**config.mk**
```make
export PLATFORM = sky130hd
export DESIGN_NAME = char_lcd_nibble_sequencer_unit_flat
export DESIGN_NICKNAME = d
export VERILOG_FILES = /design/src/cln_pkg.sv /design/src/cln_stream_if.sv /design/src/cln_ctrl.sv /design/src/cln_dpath.sv /design/src/char_lcd_nibble_sequencer_unit.sv /design/src/flat_wrapper.sv
export SDC_FILE = /design/constraint.sdc
export NUM_CORES = 1
export LEC_CHECK = 0
export BUFFER_PORTS_ARGS = -buffer_cell sky130_fd_sc_hd__clkbuf_2
export CORE_MARGIN = 10
export CORE_UTILIZATION = 51
export CTS_CLUSTER_DIAMETER = 60
export DETAILED_ROUTE_END_ITERATION = 16
export PLACE_DENSITY = 0.75
export REMOVE_ABC_BUFFERS = 1
export SYNTH_ARGS = -nofsm -noshare
export SYNTH_HDL_FRONTEND = slang
export SYNTH_SLANG_ARGS = --single-unit
```
**constraint.sdc**
```tcl
create_clock -name i_clk -period 4.7 [get_ports i_clk]
set_input_delay 0.94 -clock i_clk [delete_from_list [all_inputs] [get_ports i_clk]]
set_output_delay 0.94 -clock i_clk [all_outputs]
set_load 0.03 [all_outputs]
```
**src/cln_pkg.sv**
```systemverilog
// Package: types, codes and nibble tables for the character LCD nibble sequencer.
`default_nettype none
package cln_pkg;

    typedef enum logic [2:0] {
        MODE_INIT   = 3'd0,
        MODE_CMD    = 3'd1,
        MODE_DATA   = 3'd2,
        MODE_CURSOR = 3'd3,
        MODE_CLEAR  = 3'd4
    } t_mode;

    typedef enum logic [1:0] {
        CFG_ENABLE_PHASE = 2'd0,
        CFG_INIT_WAIT    = 2'd1,
        CFG_SETUP_WAIT   = 2'd2
    } t_cfg_idx;

    typedef enum logic [1:0] {
        WSEL_NONE,
        WSEL_INIT,
        WSEL_SETUP
    } t_wsel;

    typedef enum logic {
        ST_IDLE,
        ST_EMIT
    } t_state;

    localparam int unsigned CFG_W     = 8;
    localparam int unsigned CFG_IDX_W = 2;
    localparam int unsigned INIT_LEN  = 14;
    localparam int unsigned STEP_W    = $clog2(INIT_LEN);

    localparam logic [CFG_W-1:0] INIT_WAIT_RST  = 8'd5;
    localparam logic [CFG_W-1:0] SETUP_WAIT_RST = 8'd2;

    localparam logic [7:0] CURSOR_CMD   = 8'h80;
    localparam logic [7:0] ROW1_BASE    = 8'h40;
    localparam logic [7:0] CLEAR_BYTE   = 8'h01;
    localparam logic [7:0] HOME_BYTE    = 8'h02;
    localparam logic [1:0] ROW_WITH_BASE = 2'd1;

    // wake-up 3,3,3,2 then 0x28 0x0F 0x06 0x01 0x02, high nibble first
    localparam logic [3:0] INIT_NIB [INIT_LEN] = '{
        4'h3, 4'h3, 4'h3, 4'h2,
        4'h2, 4'h8, 4'h0, 4'hF,
        4'h0, 4'h6, 4'h0, 4'h1,
        4'h0, 4'h2
    };

    localparam t_wsel INIT_WSEL [INIT_LEN] = '{
        WSEL_INIT, WSEL_INIT, WSEL_INIT, WSEL_NONE,
        WSEL_NONE, WSEL_SETUP, WSEL_NONE, WSEL_SETUP,
        WSEL_NONE, WSEL_NONE, WSEL_NONE, WSEL_NONE,
        WSEL_NONE, WSEL_NONE
    };

    typedef struct packed {
        logic [2:0] mode;
        logic [7:0] byte_value;
        logic [1:0] row;
        logic [5:0] column;
        logic       chip_sel;
    } t_req;

    typedef struct packed {
        logic [3:0] data_nibble;
        logic       reg_select;
        logic       enable_line;
        logic [7:0] wait_after_ms;
        logic       last_transfer;
    } t_xfer;

    typedef struct packed {
        logic take_req;
        logic capture;
        logic load;
    } t_cmd;

    typedef struct packed {
        logic req_valid;
        logic mode_ok;
        logic slot_free;
        logic last_step;
    } t_stat;

    function automatic logic [STEP_W-1:0] last_step_of(input logic [2:0] mode);
        logic [STEP_W-1:0] res;
        case (mode)
            MODE_INIT:  res = STEP_W'(INIT_LEN - 1);
            MODE_CLEAR: res = STEP_W'(3);
            default:    res = STEP_W'(1);
        endcase
        return res;
    endfunction

endpackage
`default_nettype wire

```
**src/cln_stream_if.sv**
```systemverilog
// Interface: valid/ready channel carrying one request payload.
`default_nettype none
interface cln_stream_if #(
    parameter type T = logic
) ();
    logic valid;
    logic ready;
    T     payload;

    modport source (output valid, output payload, input ready);
    modport sink (input valid, input payload, output ready);
endinterface
`default_nettype wire

```
**src/cln_ctrl.sv**
```systemverilog
// Controller: idle/emit state machine issuing capture and load commands.
`default_nettype none
module cln_ctrl (
    input  wire logic          i_clk,
    input  wire logic          i_rst_n,
    input  wire cln_pkg::t_stat i_stat,
    output cln_pkg::t_cmd      o_cmd
);
    import cln_pkg::*;

    t_state r_state;
    t_state n_state;

    always_ff @(posedge i_clk) begin
        if (!i_rst_n) begin
            r_state <= ST_IDLE;
        end else begin
            r_state <= n_state;
        end
    end

    always_comb begin
        n_state = r_state;
        o_cmd   = '0;
        case (r_state)
            ST_IDLE: begin
                o_cmd.take_req = 1'b1;
                if (i_stat.req_valid) begin
                    o_cmd.capture = 1'b1;
                    if (i_stat.mode_ok) begin
                        n_state = ST_EMIT;
                    end
                end
            end
            ST_EMIT: begin
                if (i_stat.slot_free) begin
                    o_cmd.load = 1'b1;
                    if (i_stat.last_step) begin
                        n_state = ST_IDLE;
                    end
                end
            end
            default: begin
                n_state = ST_IDLE;
            end
        endcase
    end

endmodule
`default_nettype wire

```
**src/cln_dpath.sv**
```systemverilog
// Datapath: request and config registers, step counter, nibble select, output register.
`default_nettype none
module cln_dpath (
    input  wire logic                       i_clk,
    input  wire logic                       i_rst_n,
    cln_stream_if.sink                      i_req,
    cln_stream_if.source                    o_xfer,
    input  wire logic                       i_cfg_we,
    input  wire logic [cln_pkg::CFG_IDX_W-1:0] i_cfg_idx,
    input  wire logic [cln_pkg::CFG_W-1:0]  i_cfg_data,
    input  wire cln_pkg::t_cmd              i_cmd,
    output cln_pkg::t_stat                  o_stat
);
    import cln_pkg::*;

    t_req              r_req;
    logic [STEP_W-1:0] r_step;
    logic [CFG_W-1:0]  r_init_wait;
    logic [CFG_W-1:0]  r_setup_wait;
    t_xfer             r_out;
    logic              r_out_valid;

    t_xfer             n_xfer;
    logic [7:0]        cur_byte;
    t_mode             in_mode;

    assign in_mode = t_mode'(i_req.payload.mode);

    // enable phase length is written but nothing is stored here
    always_ff @(posedge i_clk) begin
        if (!i_rst_n) begin
            r_init_wait  <= INIT_WAIT_RST;
            r_setup_wait <= SETUP_WAIT_RST;
        end else if (i_cfg_we) begin
            case (i_cfg_idx)
                CFG_ENABLE_PHASE: ;
                CFG_INIT_WAIT:    r_init_wait  <= i_cfg_data;
                CFG_SETUP_WAIT:   r_setup_wait <= i_cfg_data;
                default: ;
            endcase
        end
    end

    always_ff @(posedge i_clk) begin
        if (i_cmd.capture) begin
            r_req <= i_req.payload;
        end
        if (i_cmd.load) begin
            r_out <= n_xfer;
        end
    end

    always_ff @(posedge i_clk) begin
        if (!i_rst_n) begin
            r_step      <= '0;
            r_out_valid <= 1'b0;
        end else begin
            if (i_cmd.capture) begin
                r_step <= '0;
            end else if (i_cmd.load) begin
                r_step <= r_step + STEP_W'(1);
            end
            if (i_cmd.load) begin
                r_out_valid <= 1'b1;
            end else if (o_xfer.ready) begin
                r_out_valid <= 1'b0;
            end
        end
    end

    always_comb begin
        cur_byte = '0;
        case (r_req.mode)
            MODE_CMD, MODE_DATA: cur_byte = r_req.byte_value;
            MODE_CURSOR: cur_byte = CURSOR_CMD
                                  | ((r_req.row == ROW_WITH_BASE) ? ROW1_BASE : 8'h00)
                                  | {2'b00, r_req.column};
            MODE_CLEAR:  cur_byte = r_step[1] ? HOME_BYTE : CLEAR_BYTE;
            default:     cur_byte = '0;
        endcase
    end

    always_comb begin
        n_xfer               = '0;
        n_xfer.enable_line   = r_req.chip_sel;
        n_xfer.reg_select    = (r_req.mode == MODE_DATA);
        n_xfer.last_transfer = (r_step == last_step_of(r_req.mode));
        n_xfer.data_nibble   = r_step[0] ? cur_byte[3:0] : cur_byte[7:4];
        if (r_req.mode == MODE_INIT) begin
            n_xfer.data_nibble = INIT_NIB[r_step];
            case (INIT_WSEL[r_step])
                WSEL_INIT:  n_xfer.wait_after_ms = r_init_wait;
                WSEL_SETUP: n_xfer.wait_after_ms = r_setup_wait;
                default:    n_xfer.wait_after_ms = '0;
            endcase
        end
    end

    assign i_req.ready     = i_cmd.take_req;
    assign o_xfer.valid    = r_out_valid;
    assign o_xfer.payload  = r_out;

    assign o_stat.req_valid = i_req.valid;
    assign o_stat.mode_ok   = in_mode inside {[MODE_INIT:MODE_CLEAR]};
    assign o_stat.slot_free = !r_out_valid || o_xfer.ready;
    assign o_stat.last_step = n_xfer.last_transfer;

endmodule
`default_nettype wire

```
**src/char_lcd_nibble_sequencer_unit.sv**
```systemverilog
// Top level: character LCD 4-bit nibble sequencer.
// Takes one request at a time and emits its nibble transfers from a step counter, one
// per cycle unless the output is stalled: init gives 14 transfers, clear 4, write
// command, write data and set cursor 2. A request with an undefined mode is taken and
// gives nothing. The next request is taken while the final transfer still waits in
// the output register. Configuration writes must be made only while the block is
// idle; the block itself does not enforce this.
`default_nettype none
module char_lcd_nibble_sequencer_unit (
    input  wire logic                          i_clk,
    input  wire logic                          i_rst_n,
    cln_stream_if.sink                         i_req,
    cln_stream_if.source                       o_xfer,
    input  wire logic                          i_cfg_we,
    input  wire logic [cln_pkg::CFG_IDX_W-1:0] i_cfg_idx,
    input  wire logic [cln_pkg::CFG_W-1:0]     i_cfg_data
);
    import cln_pkg::*;

    t_cmd  cmd;
    t_stat stat;

    cln_ctrl u_ctrl (
        .i_clk   (i_clk),
        .i_rst_n (i_rst_n),
        .i_stat  (stat),
        .o_cmd   (cmd)
    );

    cln_dpath u_dpath (
        .i_clk      (i_clk),
        .i_rst_n    (i_rst_n),
        .i_req      (i_req),
        .o_xfer     (o_xfer),
        .i_cfg_we   (i_cfg_we),
        .i_cfg_idx  (i_cfg_idx),
        .i_cfg_data (i_cfg_data),
        .i_cmd      (cmd),
        .o_stat     (stat)
    );

    a_bad_mode_silent: assert property (@(posedge i_clk) disable iff (!i_rst_n)
        (i_req.valid && i_req.ready && !stat.mode_ok) |=> !$rose(o_xfer.valid))
        else $error("undefined mode produced a transfer");

    a_busy_after_take: assert property (@(posedge i_clk) disable iff (!i_rst_n)
        (i_req.valid && i_req.ready && stat.mode_ok) |=> !i_req.ready)
        else $error("request taken while a sequence is starting");

    a_idle_after_last: assert property (@(posedge i_clk) disable iff (!i_rst_n)
        (cmd.load && stat.last_step) |=> i_req.ready)
        else $error("not ready after final transfer");

    a_load_shows: assert property (@(posedge i_clk) disable iff (!i_rst_n)
        cmd.load |=> o_xfer.valid)
        else $error("loaded transfer not presented");

endmodule
`default_nettype wire

```
**src/flat_wrapper.sv**
```systemverilog
// flat-port wrapper written by rule: the top's interface ports become plain ports
module char_lcd_nibble_sequencer_unit_flat import cln_pkg::*;
  (i_clk, i_rst_n, i_cfg_we, i_cfg_idx, i_cfg_data, i_req_valid, i_req_payload, i_req_ready, o_xfer_valid, o_xfer_payload, o_xfer_ready);
  cln_stream_if #(.T(t_req)) i_req_i ();
  cln_stream_if #(.T(t_xfer)) o_xfer_i ();
  input  wire logic i_clk;
  input  wire logic i_rst_n;
  input  wire logic i_cfg_we;
  input  wire logic [cln_pkg::CFG_IDX_W-1:0] i_cfg_idx;
  input  wire logic [cln_pkg::CFG_W-1:0] i_cfg_data;
  input wire logic [$bits(i_req_i.valid)-1:0] i_req_valid;
  input wire logic [$bits(i_req_i.payload)-1:0] i_req_payload;
  output wire logic [$bits(i_req_i.ready)-1:0] i_req_ready;
  output wire logic [$bits(o_xfer_i.valid)-1:0] o_xfer_valid;
  output wire logic [$bits(o_xfer_i.payload)-1:0] o_xfer_payload;
  input wire logic [$bits(o_xfer_i.ready)-1:0] o_xfer_ready;
  assign i_req_i.valid = i_req_valid;
  assign i_req_i.payload = i_req_payload;
  assign i_req_ready = i_req_i.ready;
  assign o_xfer_valid = o_xfer_i.valid;
  assign o_xfer_payload = o_xfer_i.payload;
  assign o_xfer_i.ready = o_xfer_ready;
  char_lcd_nibble_sequencer_unit u_core (.i_clk(i_clk), .i_rst_n(i_rst_n), .i_req(i_req_i), .o_xfer(o_xfer_i), .i_cfg_we(i_cfg_we), .i_cfg_idx(i_cfg_idx), .i_cfg_data(i_cfg_data));
endmodule
```
==> results.sh <==
export IMPL_critPathBufInv=1
export IMPL_antenna_left=0
export IMPL_hold_end="u_core.u_dpath.o_xfer.payload[9]$_DFFE_PP_"
export IMPL_utilization=0.638
export IMPL_nFillCells=369
export IMPL_grt_max_degree=21
export IMPL_io_pins=52
export IMPL_crit_type="reg2reg"
export IMPL_drv_slew=0
export IMPL_min_period_ns=2.29
export IMPL_slew_headroom=0.447
export IMPL_antenna_found_initial=0
export IMPL_worstPathRequired_ns=4.90
export IMPL_drc_errors=0
export IMPL_drive_above_1_share=0.281
export IMPL_viasPerCell=5.18
export IMPL_synth_top_area_frac=0.415
export IMPL_dieArea_um2=8180
export IMPL_cts_buffers=9
export IMPL_met3_wirelength_um=408
export IMPL_clk_pin_slew_worst_paths_ns=0.06
export IMPL_gr_usage_all_layers=0.131
export IMPL_yosysSeqAreaShare=0.589
export IMPL_max_freq_mhz=436
export IMPL_min_from="u_core.u_dpath.n_xfer[9]$_DFFE_PP_"
export IMPL_post_cts_setup_buffers=0
export IMPL_power_leakage_nw=1.30
export IMPL_top_layer_used="met4"
export IMPL_worstReg2RegStart="u_core.u_dpath.r_step[0]$_SDFFE_PP0P_"
export IMPL_worstPathMaxFanout=15
export IMPL_synth_largest_area_cell="edfxtp_1"
export IMPL_nNetsFinal=304
export IMPL_hpwl_um=3590
export IMPL_die_w_um=90.5
export IMPL_gp_congestion=0.886
export IMPL_fin_tns_setup_ns=0
export IMPL_yosysMostFrequentCell="edfxtp_1"
export IMPL_num_antenna_cells=0
export IMPL_drtIter0Drc=184
export IMPL_io_buffers=51
export IMPL_synth_commonest_cells="edfxtp_1, dfxtp_1, nor2_1, mux2i_1, nor2b_1"
export IMPL_crit_slowest_cell="dfxtp_1"
export IMPL_fin_skew_ns=0.00438
export IMPL_rows=25
export IMPL_syn_area_um2=2530
export IMPL_routed_wl_um=5120
export IMPL_syn_area_per_cell_um2=11.9
export IMPL_hold_class="reg2reg"
export IMPL_grt_pass1_vias=1781
export IMPL_ys_flop_type="edfxtp_1"
export IMPL_core_um2=4750
export IMPL_synth_area_top_cells="edfxtp_1, dfxtp_1, mux2i_1"
export IMPL_ys_types=47
export IMPL_grt_overflow_total=0
export IMPL_r2r_cells=7
export IMPL_wl_met1_um=2200
export IMPL_path_delay_family="adder cells"
export IMPL_rsz0062_at_grt="no"
export IMPL_ctsResizeCount=0
export IMPL_min_period_over_period=0.488
export IMPL_ir_drop_mv=0.198
export IMPL_ys_seq_elements=57
export IMPL_power_per_cell_area_nw_per_um2=404
export IMPL_vias=1730
export IMPL_cts_sink_count=57
export IMPL_synthCells=212
export IMPL_cp_cell_sequence="ha_1 -> inv_1 -> ha_1 -> nor2b_1 -> ha_1 -> or2_2 -> nor2_1"
export IMPL_slowest_delay_ns=0.69
export IMPL_cts_root_buffer="clkbuf_8"
export IMPL_synth_edf_count=35
export IMPL_end_kind="flop"
export IMPL_routed_wl_met2_um=2360
export IMPL_worst_r2r_endpoint="u_core.u_dpath.o_xfer.payload[8]$_SDFFCE_PN0P_"
export IMPL_first_pass_iters=4
export IMPL_cts_buffer_depth=2
export IMPL_routedWlPerCell_um=15.3
export IMPL_hold_viol=0
export IMPL_insertion_delay_ns=0.34
export IMPL_die_height_um=90.5
export IMPL_grt_pass1_wl_um=8450
export IMPL_outcome="complete, no violations"
export IMPL_max_cap_violations=0
export IMPL_worst_pin_slew_ns=0.829
export IMPL_ctsHoldBuffers=0
export IMPL_cp_start_kind="flop"
export IMPL_htree_levels=3
export IMPL_async_reset_ff_frac=0
export IMPL_r2r_setup_slack_ns=2.41
export IMPL_cts_tree="done"
export IMPL_arrival_ns=2.49
export IMPL_finalSetupViolations=0
export IMPL_syn_to_final_growth_pct=19.9
export IMPL_min_path_cells=0
export IMPL_cpMostUsedCell="ha_1"
export IMPL_yosysWarnings=0
export IMPL_start_util=0.533
-- logic make-up (layout without fill, tap and decap cells) --
kind of cell             Yosys count  count (layout)  share of synthesized area
AO/OA/AOI/OAI                     35              35                      0.102
flip-flops                        57              57                      0.589
adder cells (fa/ha/maj)            7               7                     0.0346
buffers and inverters             23              78                     0.0435
AND/OR/NAND/NOR                   68              68                      0.145
XOR/XNOR                           3               3                     0.0104
multiplexers                      19              19                     0.0756
-- worst max path at each step --
stage,from,to,slack (ns),cells past startpoint
final,u_core.u_dpath.r_step[0]$_SDFFE_PP0P_,u_core.u_dpath.o_xfer.payload[8]$_SDFFCE_PN0P_,2.41,7
after global routing,u_core.u_dpath.r_step[0]$_SDFFE_PP0P_,u_core.u_dpath.o_xfer.payload[8]$_SDFFCE_PN0P_,2.24,7
after global placement,o_xfer_ready,u_core.u_dpath.o_xfer.payload[9]$_DFFE_PP_,2.43,3
after floorplan,u_core.u_dpath.r_step[0]$_SDFFE_PP0P_,u_core.u_dpath.o_xfer.payload[1]$_SDFFCE_PN0P_,2.70,7
after detailed placement,o_xfer_ready,u_core.u_dpath.o_xfer.payload[6]$_SDFFCE_PN0P_,2.42,3
after CTS,u_core.u_dpath.r_step[0]$_SDFFE_PP0P_,u_core.u_dpath.o_xfer.payload[8]$_SDFFCE_PN0P_,2.39,7
-- metal layers --
layer	track usage	up-vias
met5	0	-
met4	0.0928	0
met3	0.0524	11
met2	0.193	70
met1	0.151	780
li1	-	869
-- through the flow --
| step | std cells | instance area (um2) | total power (W) | worst slack, ns | hold slack [ns] |
|---|---|---|---|---|---|
| after floorplan | 200 | 2460 | 0.000658 | 2.70 | 0.400 |
| after global placement | 318 | 2800 | 0.000698 | 2.43 | 0.408 |
| after detailed placement | 318 | 2800 | 0.000701 | 2.42 | 0.410 |
| after CTS | 334 | 3040 | 0.00124 | 2.39 | 0.425 |
| after global routing | 334 | 3040 | 0.00128 | 2.24 | 0.438 |
| final | 334 | 3040 | 0.00123 | 2.41 | 0.421 |
-- final cells by class --
| type | count | area (um2) | share of cell area |
|---|---|---|---|
| inverters | 11 | 41.3 | 0.0136 |
| clock inverters | 7 | 109 | 0.0359 |
| flip-flops and latches | 57 | 1490 | 0.491 |
| well taps | 67 | 83.8 | 0.0276 |
| repair buffers | 51 | 255 | 0.0841 |
| clock buffers | 9 | 124 | 0.0408 |
| multi-input cells | 132 | 931 | 0.307 |
-- flip-flops by register name, indices dropped and copies added, names as in the netlist --
name,flops
u_core.u_ctrl.r_state,1
u_core.u_dpath.n_xfer,1
u_core.u_dpath.o_xfer.payload,15
u_core.u_dpath.o_xfer.valid,1
u_core.u_dpath.r_init_wait,8
u_core.u_dpath.r_req,19
u_core.u_dpath.r_setup_wait,8
u_core.u_dpath.r_step,4
-- placed cells by master, fill, tap and decap left out, types with 2 or more instances in the layout --
cell type	Yosys	routed
nand3_1	2	2
or2_2	3	3
nand2b_1	2	2
clkbuf_8	0	9
dfxtp_1	22	22
nor3b_1	2	2
nor2b_1	15	15
edfxtp_1	35	35
or4b_2	2	2
a21boi_0	3	3
o32ai_1	2	2
nand2_1	10	10
inv_1	11	11
mux2i_1	18	18
a21oi_1	4	4
bufinv_16	0	3
or3_1	2	2
a211oi_1	3	3
clkbuf_2	0	51
clkinv_2	0	3
nor2_1	20	20
o22ai_1	2	2
and3_1	2	2
xnor2_1	2	2
ha_1	7	7
nand3b_1	2	2
o21ai_0	3	3
a22oi_1	8	8
-- power by group --
part,switching (W),internal (W),leakage (nW)
Clock,0.000190,0.000347,0.120
Sequential,0.0000182,0.000563,0.518
Combinational,0.0000650,0.0000434,0.662
Total,0.000273,0.000953,1.30
Note: power is estimated with default switching activity, not from simulation.
